$ cat src/hdl/assert_macros.svh
// Assertion macros for the RTL modules of the rule-set unranker; the datapath includes them.
`ifndef ASSERT_MACROS_SVH
`define ASSERT_MACROS_SVH

// Consequent must hold in the same cycle as the antecedent.
`define ASSERT_IMPL(lbl, clk, rst_n, ante, cons) \
    lbl: assert property (@(posedge clk) disable iff (!rst_n) (ante) |-> (cons)) \
        else $error("assertion failed");

// Consequent must hold in the cycle after the antecedent.
`define ASSERT_NEXT(lbl, clk, rst_n, ante, cons) \
    lbl: assert property (@(posedge clk) disable iff (!rst_n) (ante) |=> (cons)) \
        else $error("assertion failed");

`endif

$ cat src/hdl/rrsu_pkg.sv
// Shared constants, command/status types and a helper function of the rule-set unranker.
`default_nettype none
package rrsu_pkg;
    localparam int MAX_RULES   = 16;
    localparam int MAX_LETTERS = 16;
    localparam int MAX_STR_LEN = 4;

    localparam int RANK_W     = 64;
    localparam int SHAPE_W    = 33;
    localparam int PATS_W     = 17;
    localparam int WORD_W     = 16;
    localparam int SLOT_W     = 4;
    localparam int LEN_W      = 3;
    localparam int ALPHA_W    = 5;
    localparam int RULES_W    = 5;
    localparam int CFG_IDX_W  = 2;
    localparam int CFG_DATA_W = 5;
    localparam int DIGIT_W    = 4;
    localparam int DIV_CNT_W  = 6;
    localparam int DIG_BITS   = 8;
    localparam int DIG_STEPS  = 5;
    localparam int DIG_Q_W    = DIG_BITS * DIG_STEPS;
    localparam int DSUB_W     = 3;
    localparam int DCNT_W     = 4;

    localparam logic [CFG_IDX_W-1:0] CFG_ALPHABET = 2'd0;
    localparam logic [CFG_IDX_W-1:0] CFG_RULES    = 2'd1;
    localparam logic [CFG_IDX_W-1:0] CFG_MAX_PAT  = 2'd2;
    localparam logic [CFG_IDX_W-1:0] CFG_MAX_REP  = 2'd3;

    typedef struct packed {
        logic load_item;
        logic cnt_block;
        logic cnt_term;
        logic div_init;
        logic div_step;
        logic dec_init;
        logic dec_block;
        logic dec_term;
        logic dig_init_sub;
        logic dig_init_term;
        logic dig_step;
        logic emit_ok;
        logic emit_err;
    } t_cmd;

    typedef struct packed {
        logic bad;
        logic rl_last;
        logic pl_last;
        logic div_last;
        logic s_lt_block;
        logic s_lt_pats;
        logic dig_none;
        logic slot_last;
        logic out_free;
    } t_status;

    // Bits per packed letter: ceil(log2(alphabet)) for alphabets of 2 to 16.
    function automatic logic [LEN_W-1:0] letter_bits(input logic [ALPHA_W-1:0] a);
        logic [LEN_W-1:0] b;
        if (a <= 5'd2)      b = 3'd1;
        else if (a <= 5'd4) b = 3'd2;
        else if (a <= 5'd8) b = 3'd3;
        else                b = 3'd4;
        return b;
    endfunction
endpackage
`default_nettype wire

$ cat src/hdl/rrsu_ctrl.sv
// Sequencer of the rule-set unranker: counts shapes, divides, decodes, emits.
`default_nettype none
module rrsu_ctrl (
    input  wire logic             i_clk,
    input  wire logic             i_rst_n,
    input  wire logic             i_in_valid,
    output logic                  o_in_ready,
    input  wire rrsu_pkg::t_status i_sts,
    output rrsu_pkg::t_cmd        o_cmd
);
    import rrsu_pkg::*;

    localparam logic [3:0] S_IDLE     = 4'd0;
    localparam logic [3:0] S_ERR      = 4'd1;
    localparam logic [3:0] S_CNT_BLK  = 4'd2;
    localparam logic [3:0] S_CNT_TRM  = 4'd3;
    localparam logic [3:0] S_DIV      = 4'd4;
    localparam logic [3:0] S_DEC_INIT = 4'd5;
    localparam logic [3:0] S_DEC_BLK  = 4'd6;
    localparam logic [3:0] S_DEC_TRM  = 4'd7;
    localparam logic [3:0] S_DIG      = 4'd8;
    localparam logic [3:0] S_EMIT     = 4'd9;

    logic [3:0] r_state, n_state;

    always_comb begin
        n_state = r_state;
        o_cmd   = '0;
        case (r_state)
            S_IDLE: begin
                if (i_in_valid) begin
                    o_cmd.load_item = 1'b1;
                    n_state = i_sts.bad ? S_ERR : S_CNT_BLK;
                end
            end
            S_ERR: begin
                if (i_sts.out_free) begin
                    o_cmd.emit_err = 1'b1;
                    n_state = S_IDLE;
                end
            end
            S_CNT_BLK: begin
                o_cmd.cnt_block = 1'b1;
                if (i_sts.rl_last) n_state = S_CNT_TRM;
            end
            S_CNT_TRM: begin
                o_cmd.cnt_term = 1'b1;
                if (i_sts.pl_last) begin
                    o_cmd.div_init = 1'b1;
                    n_state = S_DIV;
                end else begin
                    n_state = S_CNT_BLK;
                end
            end
            S_DIV: begin
                o_cmd.div_step = 1'b1;
                if (i_sts.div_last) n_state = S_DEC_INIT;
            end
            S_DEC_INIT: begin
                o_cmd.dec_init = 1'b1;
                n_state = S_DEC_BLK;
            end
            S_DEC_BLK: begin
                if (i_sts.s_lt_block) begin
                    o_cmd.dig_init_sub = 1'b1;
                    n_state = S_DIG;
                end else begin
                    o_cmd.dec_block = 1'b1;
                    if (i_sts.rl_last) n_state = S_DEC_TRM;
                end
            end
            S_DEC_TRM: begin
                if (i_sts.s_lt_pats) begin
                    o_cmd.dig_init_term = 1'b1;
                    n_state = S_DIG;
                end else begin
                    o_cmd.dec_term = 1'b1;
                    n_state = S_DEC_BLK;
                end
            end
            S_DIG: begin
                if (i_sts.dig_none) n_state = S_EMIT;
                else                o_cmd.dig_step = 1'b1;
            end
            S_EMIT: begin
                if (i_sts.out_free) begin
                    o_cmd.emit_ok = 1'b1;
                    if (i_sts.slot_last) begin
                        n_state = S_IDLE;
                    end else begin
                        o_cmd.div_init = 1'b1;
                        n_state = S_DIV;
                    end
                end
            end
            default: n_state = S_IDLE;
        endcase
    end

    always_ff @(posedge i_clk) begin
        if (!i_rst_n) r_state <= S_IDLE;
        else          r_state <= n_state;
    end

    assign o_in_ready = (r_state == S_IDLE);
endmodule
`default_nettype wire

$ cat src/hdl/rrsu_dp.sv
// Datapath of the rule-set unranker: config, shape count, divider, digit unit, output.
`default_nettype none
`include "assert_macros.svh"
module rrsu_dp (
    input  wire logic                                i_clk,
    input  wire logic                                i_rst_n,
    input  wire logic                                i_cfg_we,
    input  wire logic [rrsu_pkg::CFG_IDX_W-1:0]      i_cfg_idx,
    input  wire logic [rrsu_pkg::CFG_DATA_W-1:0]     i_cfg_data,
    input  wire logic [rrsu_pkg::RANK_W-1:0]         i_rank,
    input  wire rrsu_pkg::t_cmd                      i_cmd,
    output rrsu_pkg::t_status                        o_sts,
    output logic                                     o_out_valid,
    input  wire logic                                i_out_ready,
    output logic [rrsu_pkg::SLOT_W-1:0]              o_slot,
    output logic [rrsu_pkg::SHAPE_W-1:0]             o_shape_number,
    output logic [rrsu_pkg::LEN_W-1:0]               o_pattern_length,
    output logic [rrsu_pkg::LEN_W-1:0]               o_replacement_length,
    output logic                                     o_is_terminal,
    output logic [rrsu_pkg::WORD_W-1:0]              o_pattern_word,
    output logic [rrsu_pkg::WORD_W-1:0]              o_replacement_word,
    output logic                                     o_status,
    output logic                                     o_last
);
    import rrsu_pkg::*;

    logic [ALPHA_W-1:0]   r_alpha;
    logic [RULES_W-1:0]   r_rules;
    logic [LEN_W-1:0]     r_maxp, r_maxr;

    logic [RANK_W-1:0]    r_rank;
    logic [SHAPE_W-1:0]   r_total, r_prem, r_block, r_s, r_shape;
    logic [PATS_W-1:0]    r_pats;
    logic [LEN_W-1:0]     r_pl, r_rl;
    logic [DIV_CNT_W-1:0] r_dcnt;
    logic [SLOT_W-1:0]    r_slot;
    logic                 r_term;

    logic [DIG_Q_W-1:0]   r_q;
    logic [ALPHA_W-1:0]   r_drem;
    logic [DSUB_W-1:0]    r_dsub;
    logic [DCNT_W-1:0]    r_k, r_dleft;
    logic [WORD_W-1:0]    r_pword, r_rword;
    logic [LEN_W-1:0]     r_lbits;

    logic                 r_ovalid;
    logic [SLOT_W-1:0]    r_oslot;
    logic [SHAPE_W-1:0]   r_oshape;
    logic [LEN_W-1:0]     r_opl, r_orl;
    logic                 r_oterm, r_ostatus, r_olast;
    logic [WORD_W-1:0]    r_opword, r_orword;

    logic [SHAPE_W+ALPHA_W-1:0] block_x;
    logic [PATS_W+ALPHA_W-1:0]  pats_x;
    logic [SHAPE_W:0]           trial, diff;
    logic                       geq;
    logic [DIG_Q_W-1:0]         step_q;
    logic [ALPHA_W-1:0]         step_rem;
    logic                       dig_done;
    logic [DCNT_W-1:0]          fidx;
    logic                       to_rep;
    logic [DCNT_W-1:0]          shamt;
    logic [WORD_W-1:0]          placed;
    logic                       bad;

    assign block_x = r_block * r_alpha;
    assign pats_x  = r_pats * r_alpha;

    // One bit of restoring division of the rank by the shape count per cycle.
    assign trial = {r_prem, r_rank[RANK_W-1]};
    assign diff  = trial - {1'b0, r_total};
    assign geq   = (trial >= {1'b0, r_total});

    // Eight bits of division by the alphabet size per cycle; remainder stays narrow.
    always_comb begin
        logic [ALPHA_W:0]   t;
        logic [ALPHA_W-1:0] rem;
        logic [DIG_Q_W-1:0] q;
        rem = r_drem;
        q   = r_q;
        for (int i = 0; i < DIG_BITS; i++) begin
            t = {rem, q[DIG_Q_W-1]};
            q = {q[DIG_Q_W-2:0], 1'b0};
            if (t >= {1'b0, r_alpha}) begin
                t    = t - {1'b0, r_alpha};
                q[0] = 1'b1;
            end
            rem = t[ALPHA_W-1:0];
        end
        step_q   = q;
        step_rem = rem;
    end

    assign dig_done = (r_dsub == DSUB_W'(DIG_STEPS - 1));
    assign to_rep   = (r_k < {1'b0, r_rl});
    assign fidx     = to_rep ? r_k : (r_k - {1'b0, r_rl});
    assign shamt    = DCNT_W'({2'b0, fidx[1:0]} * {1'b0, r_lbits});
    assign placed   = WORD_W'({{(WORD_W-DIGIT_W){1'b0}}, step_rem[DIGIT_W-1:0]} << shamt);

    assign bad = (r_alpha < 5'd2) || (r_alpha > ALPHA_W'(MAX_LETTERS))
              || (r_rules == '0) || (r_rules > RULES_W'(MAX_RULES))
              || (r_maxp > LEN_W'(MAX_STR_LEN)) || (r_maxr > LEN_W'(MAX_STR_LEN))
              || (r_maxp == '0);

    always_comb begin
        o_sts.bad        = bad;
        o_sts.rl_last    = (r_rl == r_maxr);
        o_sts.pl_last    = (r_pl == r_maxp);
        o_sts.div_last   = (r_dcnt == '1);
        o_sts.s_lt_block = (r_s < r_block);
        o_sts.s_lt_pats  = (r_s < {{(SHAPE_W-PATS_W){1'b0}}, r_pats});
        o_sts.dig_none   = (r_dleft == '0);
        o_sts.slot_last  = (({1'b0, r_slot} + 5'd1) == r_rules);
        o_sts.out_free   = !r_ovalid || i_out_ready;
    end

    // Configuration registers.
    always_ff @(posedge i_clk) begin
        if (!i_rst_n) begin
            r_alpha <= 5'd2;
            r_rules <= 5'd1;
            r_maxp  <= 3'd1;
            r_maxr  <= 3'd0;
        end else if (i_cfg_we) begin
            case (i_cfg_idx)
                CFG_ALPHABET: r_alpha <= i_cfg_data;
                CFG_RULES:    r_rules <= i_cfg_data;
                CFG_MAX_PAT:  r_maxp  <= i_cfg_data[LEN_W-1:0];
                CFG_MAX_REP:  r_maxr  <= i_cfg_data[LEN_W-1:0];
                default: ;
            endcase
        end
    end

    // Working registers.
    always_ff @(posedge i_clk) begin
        if (!i_rst_n) begin
            r_slot  <= '0;
            r_dleft <= '0;
            r_dcnt  <= '0;
        end else begin
            if (i_cmd.load_item) begin
                r_rank  <= i_rank;
                r_total <= '0;
                r_slot  <= '0;
                r_lbits <= letter_bits(r_alpha);
            end
            if (i_cmd.load_item || i_cmd.dec_init) begin
                r_pl    <= 3'd1;
                r_rl    <= '0;
                r_pats  <= PATS_W'(r_alpha);
                r_block <= SHAPE_W'(r_alpha);
            end
            if (i_cmd.cnt_block || i_cmd.dec_block) begin
                r_rl    <= r_rl + 3'd1;
                r_block <= block_x[SHAPE_W-1:0];
            end
            if (i_cmd.cnt_term || i_cmd.dec_term) begin
                r_pl    <= r_pl + 3'd1;
                r_rl    <= '0;
                r_pats  <= pats_x[PATS_W-1:0];
                r_block <= SHAPE_W'(pats_x);
            end
            if (i_cmd.cnt_block) r_total <= r_total + r_block;
            if (i_cmd.cnt_term)  r_total <= r_total + SHAPE_W'(r_pats);
            if (i_cmd.dec_block) r_s <= r_s - r_block;
            if (i_cmd.dec_term)  r_s <= r_s - SHAPE_W'(r_pats);
            if (i_cmd.div_init) begin
                r_prem <= '0;
                r_dcnt <= '0;
            end
            if (i_cmd.div_step) begin
                r_prem <= geq ? diff[SHAPE_W-1:0] : trial[SHAPE_W-1:0];
                r_rank <= {r_rank[RANK_W-2:0], geq};
                r_dcnt <= r_dcnt + 1'b1;
            end
            if (i_cmd.dec_init) begin
                r_s     <= r_prem;
                r_shape <= r_prem;
            end
            if (i_cmd.dig_init_sub || i_cmd.dig_init_term) begin
                r_q     <= DIG_Q_W'(r_s);
                r_drem  <= '0;
                r_dsub  <= '0;
                r_k     <= '0;
                r_pword <= '0;
                r_rword <= '0;
                r_term  <= i_cmd.dig_init_term;
                r_dleft <= i_cmd.dig_init_term ? DCNT_W'(r_pl)
                                               : DCNT_W'(r_pl) + DCNT_W'(r_rl);
            end
            // A terminal rule has no replacement letters.
            if (i_cmd.dig_init_term) r_rl <= '0;
            if (i_cmd.dig_step) begin
                r_q <= step_q;
                if (dig_done) begin
                    r_drem  <= '0;
                    r_dsub  <= '0;
                    r_k     <= r_k + 1'b1;
                    r_dleft <= r_dleft - 1'b1;
                    if (to_rep) r_rword <= r_rword | placed;
                    else        r_pword <= r_pword | placed;
                end else begin
                    r_drem <= step_rem;
                    r_dsub <= r_dsub + 1'b1;
                end
            end
            if (i_cmd.emit_ok) r_slot <= r_slot + 1'b1;
        end
    end

    // Output register.
    always_ff @(posedge i_clk) begin
        if (!i_rst_n) begin
            r_ovalid <= 1'b0;
        end else if (i_cmd.emit_ok || i_cmd.emit_err) begin
            r_ovalid <= 1'b1;
        end else if (i_out_ready) begin
            r_ovalid <= 1'b0;
        end
        if (i_cmd.emit_ok) begin
            r_oslot   <= r_slot;
            r_oshape  <= r_shape;
            r_opl     <= r_pl;
            r_orl     <= r_rl;
            r_oterm   <= r_term;
            r_opword  <= r_pword;
            r_orword  <= r_rword;
            r_ostatus <= 1'b0;
            r_olast   <= o_sts.slot_last;
        end else if (i_cmd.emit_err) begin
            r_oslot   <= '0;
            r_oshape  <= '0;
            r_opl     <= '0;
            r_orl     <= '0;
            r_oterm   <= 1'b0;
            r_opword  <= '0;
            r_orword  <= '0;
            r_ostatus <= 1'b1;
            r_olast   <= 1'b1;
        end
    end

    assign o_out_valid          = r_ovalid;
    assign o_slot               = r_oslot;
    assign o_shape_number       = r_oshape;
    assign o_pattern_length     = r_opl;
    assign o_replacement_length = r_orl;
    assign o_is_terminal        = r_oterm;
    assign o_pattern_word       = r_opword;
    assign o_replacement_word   = r_orword;
    assign o_status             = r_ostatus;
    assign o_last               = r_olast;

    `ASSERT_IMPL(a_err_is_last, i_clk, i_rst_n, r_ovalid && r_ostatus, r_olast)
    `ASSERT_IMPL(a_rem_below_total, i_clk, i_rst_n, i_cmd.dec_init, r_prem < r_total)
    `ASSERT_NEXT(a_ok_has_pattern, i_clk, i_rst_n, i_cmd.emit_ok, r_opl != '0)
endmodule
`default_nettype wire

$ cat src/hdl/rewrite_rule_set_unranker.sv
// Top level of the rule-set unranker: sequencer plus datapath.
//
// Usage: an input item carries a 64-bit rank on i_rank (valid/ready). For each
// rank the block emits one result item per rule slot (rules_in_set items, slot 0
// first, o_last on the final one) on the output valid/ready channel. A bad
// configuration gives a single item with o_status and o_last set.
// Configuration is written through i_cfg_we/i_cfg_idx/i_cfg_data; the user must
// do so only while idle, as the block itself does not enforce it.
// Steps: the shape count walks every (pattern, replacement) length pair and
// every pattern length. Each slot then passes through the bit-serial rank
// divider, a setup step, the decode steps, the digit unit letter by letter
// (up to 8 letters), and the emit step.
// One item is worked on at a time; o_in_ready is high only while the block is
// idle. Results go through an output register, so work on the next slot goes
// on while a result waits; a stalled receiver holds the sequencer only when
// the next result is ready to be written.
// Reset (synchronous, active low) restores the configuration defaults and
// drops any item in progress and any pending result.
`default_nettype none
module rewrite_rule_set_unranker (
    input  wire logic                            i_clk,
    input  wire logic                            i_rst_n,
    input  wire logic                            i_cfg_we,
    input  wire logic [rrsu_pkg::CFG_IDX_W-1:0]  i_cfg_idx,
    input  wire logic [rrsu_pkg::CFG_DATA_W-1:0] i_cfg_data,
    input  wire logic                            i_in_valid,
    output logic                                 o_in_ready,
    input  wire logic [rrsu_pkg::RANK_W-1:0]     i_rank,
    output logic                                 o_out_valid,
    input  wire logic                            i_out_ready,
    output logic [rrsu_pkg::SLOT_W-1:0]          o_slot,
    output logic [rrsu_pkg::SHAPE_W-1:0]         o_shape_number,
    output logic [rrsu_pkg::LEN_W-1:0]           o_pattern_length,
    output logic [rrsu_pkg::LEN_W-1:0]           o_replacement_length,
    output logic                                 o_is_terminal,
    output logic [rrsu_pkg::WORD_W-1:0]          o_pattern_word,
    output logic [rrsu_pkg::WORD_W-1:0]          o_replacement_word,
    output logic                                 o_status,
    output logic                                 o_last
);
    import rrsu_pkg::*;

    t_cmd    cmd;
    t_status sts;

    rrsu_ctrl u_ctrl (
        .i_clk      (i_clk),
        .i_rst_n    (i_rst_n),
        .i_in_valid (i_in_valid),
        .o_in_ready (o_in_ready),
        .i_sts      (sts),
        .o_cmd      (cmd)
    );

    rrsu_dp u_dp (
        .i_clk                (i_clk),
        .i_rst_n              (i_rst_n),
        .i_cfg_we             (i_cfg_we),
        .i_cfg_idx            (i_cfg_idx),
        .i_cfg_data           (i_cfg_data),
        .i_rank               (i_rank),
        .i_cmd                (cmd),
        .o_sts                (sts),
        .o_out_valid          (o_out_valid),
        .i_out_ready          (i_out_ready),
        .o_slot               (o_slot),
        .o_shape_number       (o_shape_number),
        .o_pattern_length     (o_pattern_length),
        .o_replacement_length (o_replacement_length),
        .o_is_terminal        (o_is_terminal),
        .o_pattern_word       (o_pattern_word),
        .o_replacement_word   (o_replacement_word),
        .o_status             (o_status),
        .o_last               (o_last)
    );
endmodule
`default_nettype wire

$ cat config.mk
export PLATFORM = sky130hd
export DESIGN_NAME = rewrite_rule_set_unranker
export DESIGN_NICKNAME = d
export VERILOG_FILES = /design/src/hdl/rrsu_pkg.sv /design/src/hdl/rrsu_ctrl.sv /design/src/hdl/rrsu_dp.sv /design/src/hdl/rewrite_rule_set_unranker.sv
export VERILOG_INCLUDE_DIRS = /design/src /design/src/hdl
export SDC_FILE = /design/constraint.sdc
export NUM_CORES = 2
export LEC_CHECK = 0
export BUFFER_PORTS_ARGS = -buffer_cell sky130_fd_sc_hd__buf_2
export CORE_MARGIN = 1
export CORE_UTILIZATION = 34
export DETAILED_ROUTE_END_ITERATION = 10
export PLACE_DENSITY = 0.55
export SLEW_MARGIN = 20
export SYNTH_ARGS = -nofsm -noshare
export SYNTH_HDL_FRONTEND = slang
export SYNTH_SLANG_ARGS = --single-unit
$ cat constraint.sdc
create_clock -name i_clk -period 13.5 [get_ports i_clk]
set_input_delay 2.7 -clock i_clk [delete_from_list [all_inputs] [get_ports i_clk]]
set_output_delay 2.7 -clock i_clk [all_outputs]
set_load 0.01 [all_outputs]
After elaboration in Yosys (flattened, before gate mapping). Cells that the tools add are included.

Shifts and indexed selects: 1. Multiply operators: 3. Magnitude comparators: 20. Reduce and logical (&&, ||, !) cells: 47. Equal/unequal tests: 24. Multiplexer cells: 118. $add $sub $neg: 23. Bitwise gates (word level): 2.

Operators with widths (count): 33-bit two-way mux (13); 16-bit two-way mux (11); 64-bit two-way mux (2); 4-bit two-way mux (20); 40-bit two-way mux (2); 33-bit subtractor (2); 5-bit two-way mux (11); 6-bit by 5-bit >= comparator with 1-bit output (8); 4-bit one-hot mux with 10 select lines (1); 5-bit subtractor (8); 3-bit two-way mux (13); 1-bit two-way mux (36); 34-bit by 33-bit >= comparator with 1-bit output (1); 17-bit two-way mux (2); 33-bit by 17-bit adder with 33-bit output (1); 33-bit adder (1); 33-bit by 17-bit less-than comparator with 1-bit output (1); 33-bit less-than comparator (1); 33-bit by 5-bit multiplier with 33-bit output (1); 33-bit by 17-bit subtractor with 33-bit output (1); 16-bit OR (2); 2-bit AND reduction (15); 17-bit by 5-bit multiplier with 22-bit output (1); 22-bit two-way mux (1); other kinds (42) (83).

Register bits after elaboration: 453. Output and inout bits: 80. Input bits: 76. Logic and storage cells: 275.

Logic depth before layout (Yosys ltp).
Depth after elaboration: 21. Gate-level depth with buffers: 75. Depth with buffers taken out: 72.

Modules after synthesis. Synthesis repeated with hierarchy kept, for this count alone.

Cell total of the unflattened synthesis: 3496. Area, all modules: 34663.2 um2.

Modules (own cells, without submodules): rrsu_dp (area each 34157.8 um2, cells each 3427, sequential area each 13162.6 um2, instances 1); rrsu_ctrl (area each 505.5 um2, cells each 69, sequential area each 80.1 um2, instances 1).

Worst setup path after synthesis. Ideal clock, no wire load.

Path kind: register to register. Start: register u_dp.r_alpha[1]. End: register u_dp.r_rword[11], data pin. Library setup time: 0.257 ns. Required time: 13.243 ns. Setup slack: -1.406 ns. Arrival time: 14.649 ns. Stages on the path, launching flop included: 69. Period minus slack after synthesis: 14.906 ns. Path buffers: 5. Cells stage by stage: dfxtp_1 > clkbuf_1 > inv_1 > clkbuf_1 > ha_1 > and3_1 > a311oi_2 > and2_0 > clkbuf_1 > mux2_2 > ha_1 > a41o_1 > o22a_1 > or3_1 > buf_2 > mux2_2 > inv_1 > ha_1 > [... 33 more ...] > ha_1 > and3_1 > a31oi_1 > nand2_1 > a21oi_1 > a22oi_1 > nor3_4 > mux2_2 > ha_1 > o21ai_0 > nand2b_1 > a41o_1 > a21o_1 > a221oi_4 > mux2i_1 > a22oi_1 > mux2_2 > a32o_1.

Cells in the longest elaborated chain, start to end: 21. Elaborated cells between the ends (all ways): 29. Those cells by class: 8 x add/sub; 8 x order compare; 1 x shift; 11 x mux; 1 x bitwise.

Ends and longest elaborated chain: from (decl) (RTL line rrsu_dp.sv:27) `logic [ALPHA_W-1:0] r_alpha;`; from (signal assigned) (RTL line rrsu_dp.sv:126) `CFG_ALPHABET: r_alpha <= i_cfg_data;`; 5-bit subtractor / 6-bit by 5-bit >= comparator with 1-bit output (equally long branches) (RTL line rrsu_dp.sv:85, rrsu_dp.sv:84); 5-bit two-way mux (RTL line rrsu_dp.sv:84) `if (t >= {1'b0, r_alpha}) begin`; 5-bit subtractor / 6-bit by 5-bit >= comparator with 1-bit output (equally long branches) (RTL line rrsu_dp.sv:85, rrsu_dp.sv:84); 5-bit two-way mux (RTL line rrsu_dp.sv:84); 5-bit subtractor / 6-bit by 5-bit >= comparator with 1-bit output (equally long branches) (RTL line rrsu_dp.sv:85, rrsu_dp.sv:84); 5-bit two-way mux (RTL line rrsu_dp.sv:84); 5-bit subtractor / 6-bit by 5-bit >= comparator with 1-bit output (equally long branches) (RTL line rrsu_dp.sv:85, rrsu_dp.sv:84); 5-bit two-way mux (RTL line rrsu_dp.sv:84); [... 5 more ...]; 5-bit two-way mux (RTL line rrsu_dp.sv:84); 5-bit subtractor / 6-bit by 5-bit >= comparator with 1-bit output (equally long branches) (RTL line rrsu_dp.sv:85, rrsu_dp.sv:84); 5-bit two-way mux * (RTL line rrsu_dp.sv:84); 4-bit by 4-bit << shifter with 16-bit output * (RTL line rrsu_dp.sv:98) `assign placed = WORD_W'({{(WORD_W-DIGIT_W){1'b0}}, step_rem[DIGIT_W-1:0]} << shamt);`; 16-bit OR * (RTL line rrsu_dp.sv:201) `if (to_rep) r_rword <= r_rword | placed;`; 16-bit two-way mux * (RTL line rrsu_dp.sv:201); 16-bit two-way mux * (RTL line rrsu_dp.sv:196) `if (dig_done) begin`; 16-bit two-way mux * (RTL line rrsu_dp.sv:194) `if (i_cmd.dig_step) begin`; to (signal assigned) (RTL line rrsu_dp.sv:201); to (decl) (RTL line rrsu_dp.sv:43) `logic [WORD_W-1:0] r_pword, r_rword;`.

Every way passes the cells marked *; elsewhere a longest branch is shown, timed or not. A chain may end at the register's enable or synchronous reset.

Worst setup path in the final report.
Start: register u_dp.r_q[39]. End: register u_dp.r_rword[4], data pin.

Cells in the longest elaborated chain, start to end: 21. Elaborated cells between the ends (all ways): 29. Those cells by class: 8 x add/sub; 8 x order compare; 1 x shift; 11 x mux; 1 x bitwise.

Ends and longest elaborated chain: from (decl) (RTL line rrsu_dp.sv:39) `logic [DIG_Q_W-1:0] r_q;`; from (signal assigned) (RTL line rrsu_dp.sv:182) `r_q <= DIG_Q_W'(r_s);`; from (signal assigned) (RTL line rrsu_dp.sv:195) `r_q <= step_q;`; 5-bit subtractor / 6-bit by 5-bit >= comparator with 1-bit output (equally long branches) (RTL line rrsu_dp.sv:85, rrsu_dp.sv:84); 5-bit two-way mux * (RTL line rrsu_dp.sv:84); 5-bit subtractor / 6-bit by 5-bit >= comparator with 1-bit output (equally long branches) (RTL line rrsu_dp.sv:85, rrsu_dp.sv:84); 5-bit two-way mux * (RTL line rrsu_dp.sv:84); 5-bit subtractor / 6-bit by 5-bit >= comparator with 1-bit output (equally long branches) (RTL line rrsu_dp.sv:85, rrsu_dp.sv:84); 5-bit two-way mux * (RTL line rrsu_dp.sv:84); 5-bit subtractor / 6-bit by 5-bit >= comparator with 1-bit output (equally long branches) (RTL line rrsu_dp.sv:85, rrsu_dp.sv:84); 5-bit two-way mux * (RTL line rrsu_dp.sv:84); [... 5 more ...]; 5-bit two-way mux * (RTL line rrsu_dp.sv:84); 5-bit subtractor / 6-bit by 5-bit >= comparator with 1-bit output (equally long branches) (RTL line rrsu_dp.sv:85, rrsu_dp.sv:84); 5-bit two-way mux * (RTL line rrsu_dp.sv:84); 4-bit by 4-bit << shifter with 16-bit output * (RTL line rrsu_dp.sv:98); 16-bit OR * (RTL line rrsu_dp.sv:201); 16-bit two-way mux * (RTL line rrsu_dp.sv:201); 16-bit two-way mux * (RTL line rrsu_dp.sv:196); 16-bit two-way mux * (RTL line rrsu_dp.sv:194).

Marked as above.

==> flow_results.org <==
** Floorplanning
- Die span in x :: 318 um
- Vertical die dimension :: 318 um
- Die area :: 101,000 um^2
- For this configuration, the core starts out at a cell density of 0.344.
- Core footprint :: 98,700 um^2
- Rows :: 115
- Number of top-level pins :: 156

** STA
- Final max-slew violation count :: 0
- Slew @ Worst Pin :: 1.07 ns
- Derived from the worst setup path, the maximum achievable clock frequency is 75.5 MHz.
- The number of hold violations in the final report is 0.
- Min Clock Period, post-route :: 13.25 ns
- Dividing the final minimum period by the clock period gives 0.981.
- Once routing completed, OpenROAD measured the worst setup slack at 0.253 ns.
- Summed over all failing endpoints, the final setup total negative slack is 0 ns.
- Setup repair after global routing could not meet its margin everywhere.
- Hold is met by 0.476 ns.
- Remaining max-slew budget at the tightest pin :: 0.283
- Setup-failing EPs final :: 0
- Worst-case clock skew :: 0.0222 ns

** Setup path
- Kind of cell adding the most delay to the critical path :: compound AO/OA/AOI/OAI gates
- For the worst setup path, the data required time is 13.88 ns.
- Path depth of the worst reg2reg path :: 63
- Type of the worst setup path :: reg -> reg
- The endpoint identified for the worst register-to-register timing path is u_dp.r_rword[4].
- The critical path starts at u_dp.r_q[39].
- In this run the critical register-to-register path is launched from u_dp.r_q[39].
- Number of cells on the critical path :: 63
- Largest stage delay on the critical path :: 0.43 ns
- Launching element type of the critical path :: flop
- Counting both buffers and inverters, the worst setup path holds a total of 5.
- STA classifies the critical path endpoint as a flop.
- Arr. time, crit path :: 13.63 ns
- The slowest stage of the critical path is the or3_4 cell.
- In this design, the critical path's most frequently occurring cell is mux2_4.
- Across all register-to-register paths, the minimum setup slack is 0.25 ns.
- Max FO, Critical Path :: 8

** Clock network
- For this design, the sink count on the clock tree is 453.
- At the later pin of the worst-skew pair, clock insertion delay measures 0.63 ns.
- Number of buffers created by CTS :: 52
- CTS built an H-tree with a depth of 2.
- Clock tree root driver cell :: clkbuf_16
- Clock-pin slew was measured on the worst setup and hold paths at 0.06 ns.
- TritonCTS built the clock tree.
- Hold buffer count at cts :: 0
- Maximum buffer depth of the clock tree :: 3

** Place
- Timing analysis after detailed placement gives a worst setup slack of -0.333 ns.
- Placer Congestion :: 0.860
- In this run the cell area measured after placement is 36,700 um^2.
- Detailed placement ended at an HPWL of 69,900 um.
- The count of buffers added on input and output ports is 155.
- After detailed placement, the design holds a cell count of 4,948.

** Yosys
- Counting every net in the synthesized netlist gives 4,029.
- Unique cell type count in the Yosys netlist :: 86
- Synth Warn # :: 0
- Cell types with the highest counts after synthesis :: 499 x nand2_1, 417 x edfxtp_1, 366 x nor2_1, 286 x inv_1, 251 x ha_1
- Number of flops mapped to enable cells by yosys :: 417
- Synth async-reset ratio :: 0
- Of the post-synthesis cell area, the dominant cell type holds 0.369.
- The largest total area in the synthesized netlist belongs to edfxtp_1.
- Average size of a mapped cell :: 9.56 um^2
- Of the synthesized area, sequential elements account for 0.390.
- After synthesis the netlist holds a flip-flop and latch count of 453.
- Yosys attributes the largest share of cell area to edfxtp_1 37%, ha_1 9.2%, fa_1 8.7%.
- Synthesis handed over a netlist of 3,555 instances.
- Mapped Area :: 34,000 um^2
- Among all cell types in the netlist, the one instantiated most often is nand2_1.
- In the synthesized netlist the dominant register cell turns out to be edfxtp_1.

** GRT
- Number of antenna violations at the first check in global routing :: 4
- Overall track demand over capacity in global routing :: 0.186
- Largest net degree at the start of global routing :: 106
- The via count of the first global-routing pass is 25,800.
- Wire length of the first global-routing pass :: 148,000 um
- Final global-route overflow total :: 0

** Drt
- Detailed Route WL :: 95,200 um
- The routed layout has 26,300 vias.
- Using the TritonRoute via totals, the vias-per-cell ratio works out to 5.18.
- Count of nets left with antenna violations after detail routing :: 0
- Remaining DRCs :: 0
- For this run, the detailed router's first-pass iteration total came to 5.
- After detailed routing, the average wire length per cell comes to 18.7 um.
- DR iter-0 viols :: 1,882

** Pwr
- In this run the static leakage power is 16.9 nW.
- IR analysis of the VDD net gives a maximum drop of 817 uV.
- PD cells :: 298 nW/um^2
- Internal power contribution :: 6.67 mW
- Total Power Consumption :: 11.7 mW
- Of the total power, the share spent switching nets is 0.432.
- Register share of total power :: 0.177
- Power share of the combinational group :: 0.689
- In this run the power spent charging and discharging nets is 5.06 mW.
- The share of total power dissipated in the clock network is 0.134.

** Final layout
- In the final layout, the share of cells above drive strength 1 is 0.138.
- The area growth from synthesis to layout is 15.8%.
- With fillers left out, the area of the finished cells amounts to 39,400 um^2.
- Utilization of the core after routing :: 0.399
- After the last flow step, the layout net total stands at 4,227.
- Total inserted antenna cells :: 0
- Layout Cells excl Fill :: 5,084

** Status
- Run status :: completed

** Hold path
- Min-Delay Startpoint :: u_dp.r_dcnt[5]
- The path class of the tightest hold or removal check is reg -> reg.
- Along the worst hold path, the cell count comes to 1.
- WHS Endpoint :: u_dp.r_dcnt[5]

** Run
- The tool flagged a number of max-cap violations equal to 0.
-- cells in the final DEF, fill, tap and decap left out, types with 20 or more instances in the layout --
master	n
nor2b_1	26
inv_1	282
xor2_1	75
nand2b_1	37
and3_1	96
nor3_1	53
nor2_1	360
xnor2_1	133
o21bai_1	22
a211oi_1	27
nand3_1	39
nand2_1	495
fa_1	140
o21ai_0	127
buf_4	101
clkbuf_16	52
and2_1	73
a21o_1	84
buf_2	155
dfxtp_1	30
mux2i_1	29
a31oi_1	20
mux2_2	33
a21oi_1	229
edfxtp_1	417
or3_1	22
ha_1	238
-- kinds of logic after synthesis --
group           count (synthesis)  synth area share
xor+xnor                      208            0.0536
mux                            79            0.0249
fa+ha+maj                     398             0.179
compound gates                710             0.134
flops                         453             0.390
buf+inv                       413            0.0458
simple gates                 1294             0.173
-- worst max path at each step --
stage	slack [ns]	to
6_report	0.25	u_dp.r_rword[4]
5_1_grt	-0.33	u_dp.r_rword[4]
3_3_place_gp	-0.19	u_dp.r_rword[4]
2_1_floorplan	0.004	u_dp.r_rword[11]
4_1_cts	0.01	u_dp.r_rword[15]
3_5_place_dp	-0.33	u_dp.r_rword[15]
-- power groups by stage --
stage | Sequential, mW | Clock (mW) | Combinational (mW)
global route | 2.10 | 1.66 | 8.77
global placement | 2.11 | 0 | 6.50
floorplan | 2.05 | 0 | 4.60
finish | 2.08 | 1.58 | 8.08
CTS | 2.08 | 1.61 | 7.11
detailed placement | 2.11 | 0 | 6.54
-- registers in the layout, indices dropped and copies added, names as in the netlist, 33 cells and up --
name	count
u_dp.r_s	33
u_dp.r_prem	33
u_dp.r_rank	64
u_dp.r_q	40
u_dp.o_shape_number	33
u_dp.r_shape	33
u_dp.r_block	33
u_dp.r_total	33
-- cell type report --
| class | instances | area (um^2) |
|---|---|---|
| clock buffer | 55 | 1310 |
| fill | 9916 | 59400 |
| clock inverter | 43 | 582 |
| tap | 1287 | 1610 |
| timing repair buffer | 268 | 1700 |
| inverter | 289 | 1090 |
| sequential | 453 | 13300 |
| multi-input combinational | 2689 | 19800 |
-- metal layers --
layer	global-route usage	vias to the layer above	wire length (um)
li1	-	12800	-
met1	0.245	12800	42400
met2	0.318	521	46200
met3	0.0259	133	4180
met4	0.0520	2	2480
met5	0	-	13
-- repair_timing --
item,4_1_cts,5_1_grt
setup endpoints to repair,30,37
buffers inserted,11,26
pin swaps,12,61
resized for setup,18,61
No activity file was read; power rests on OpenSTA's default activity.
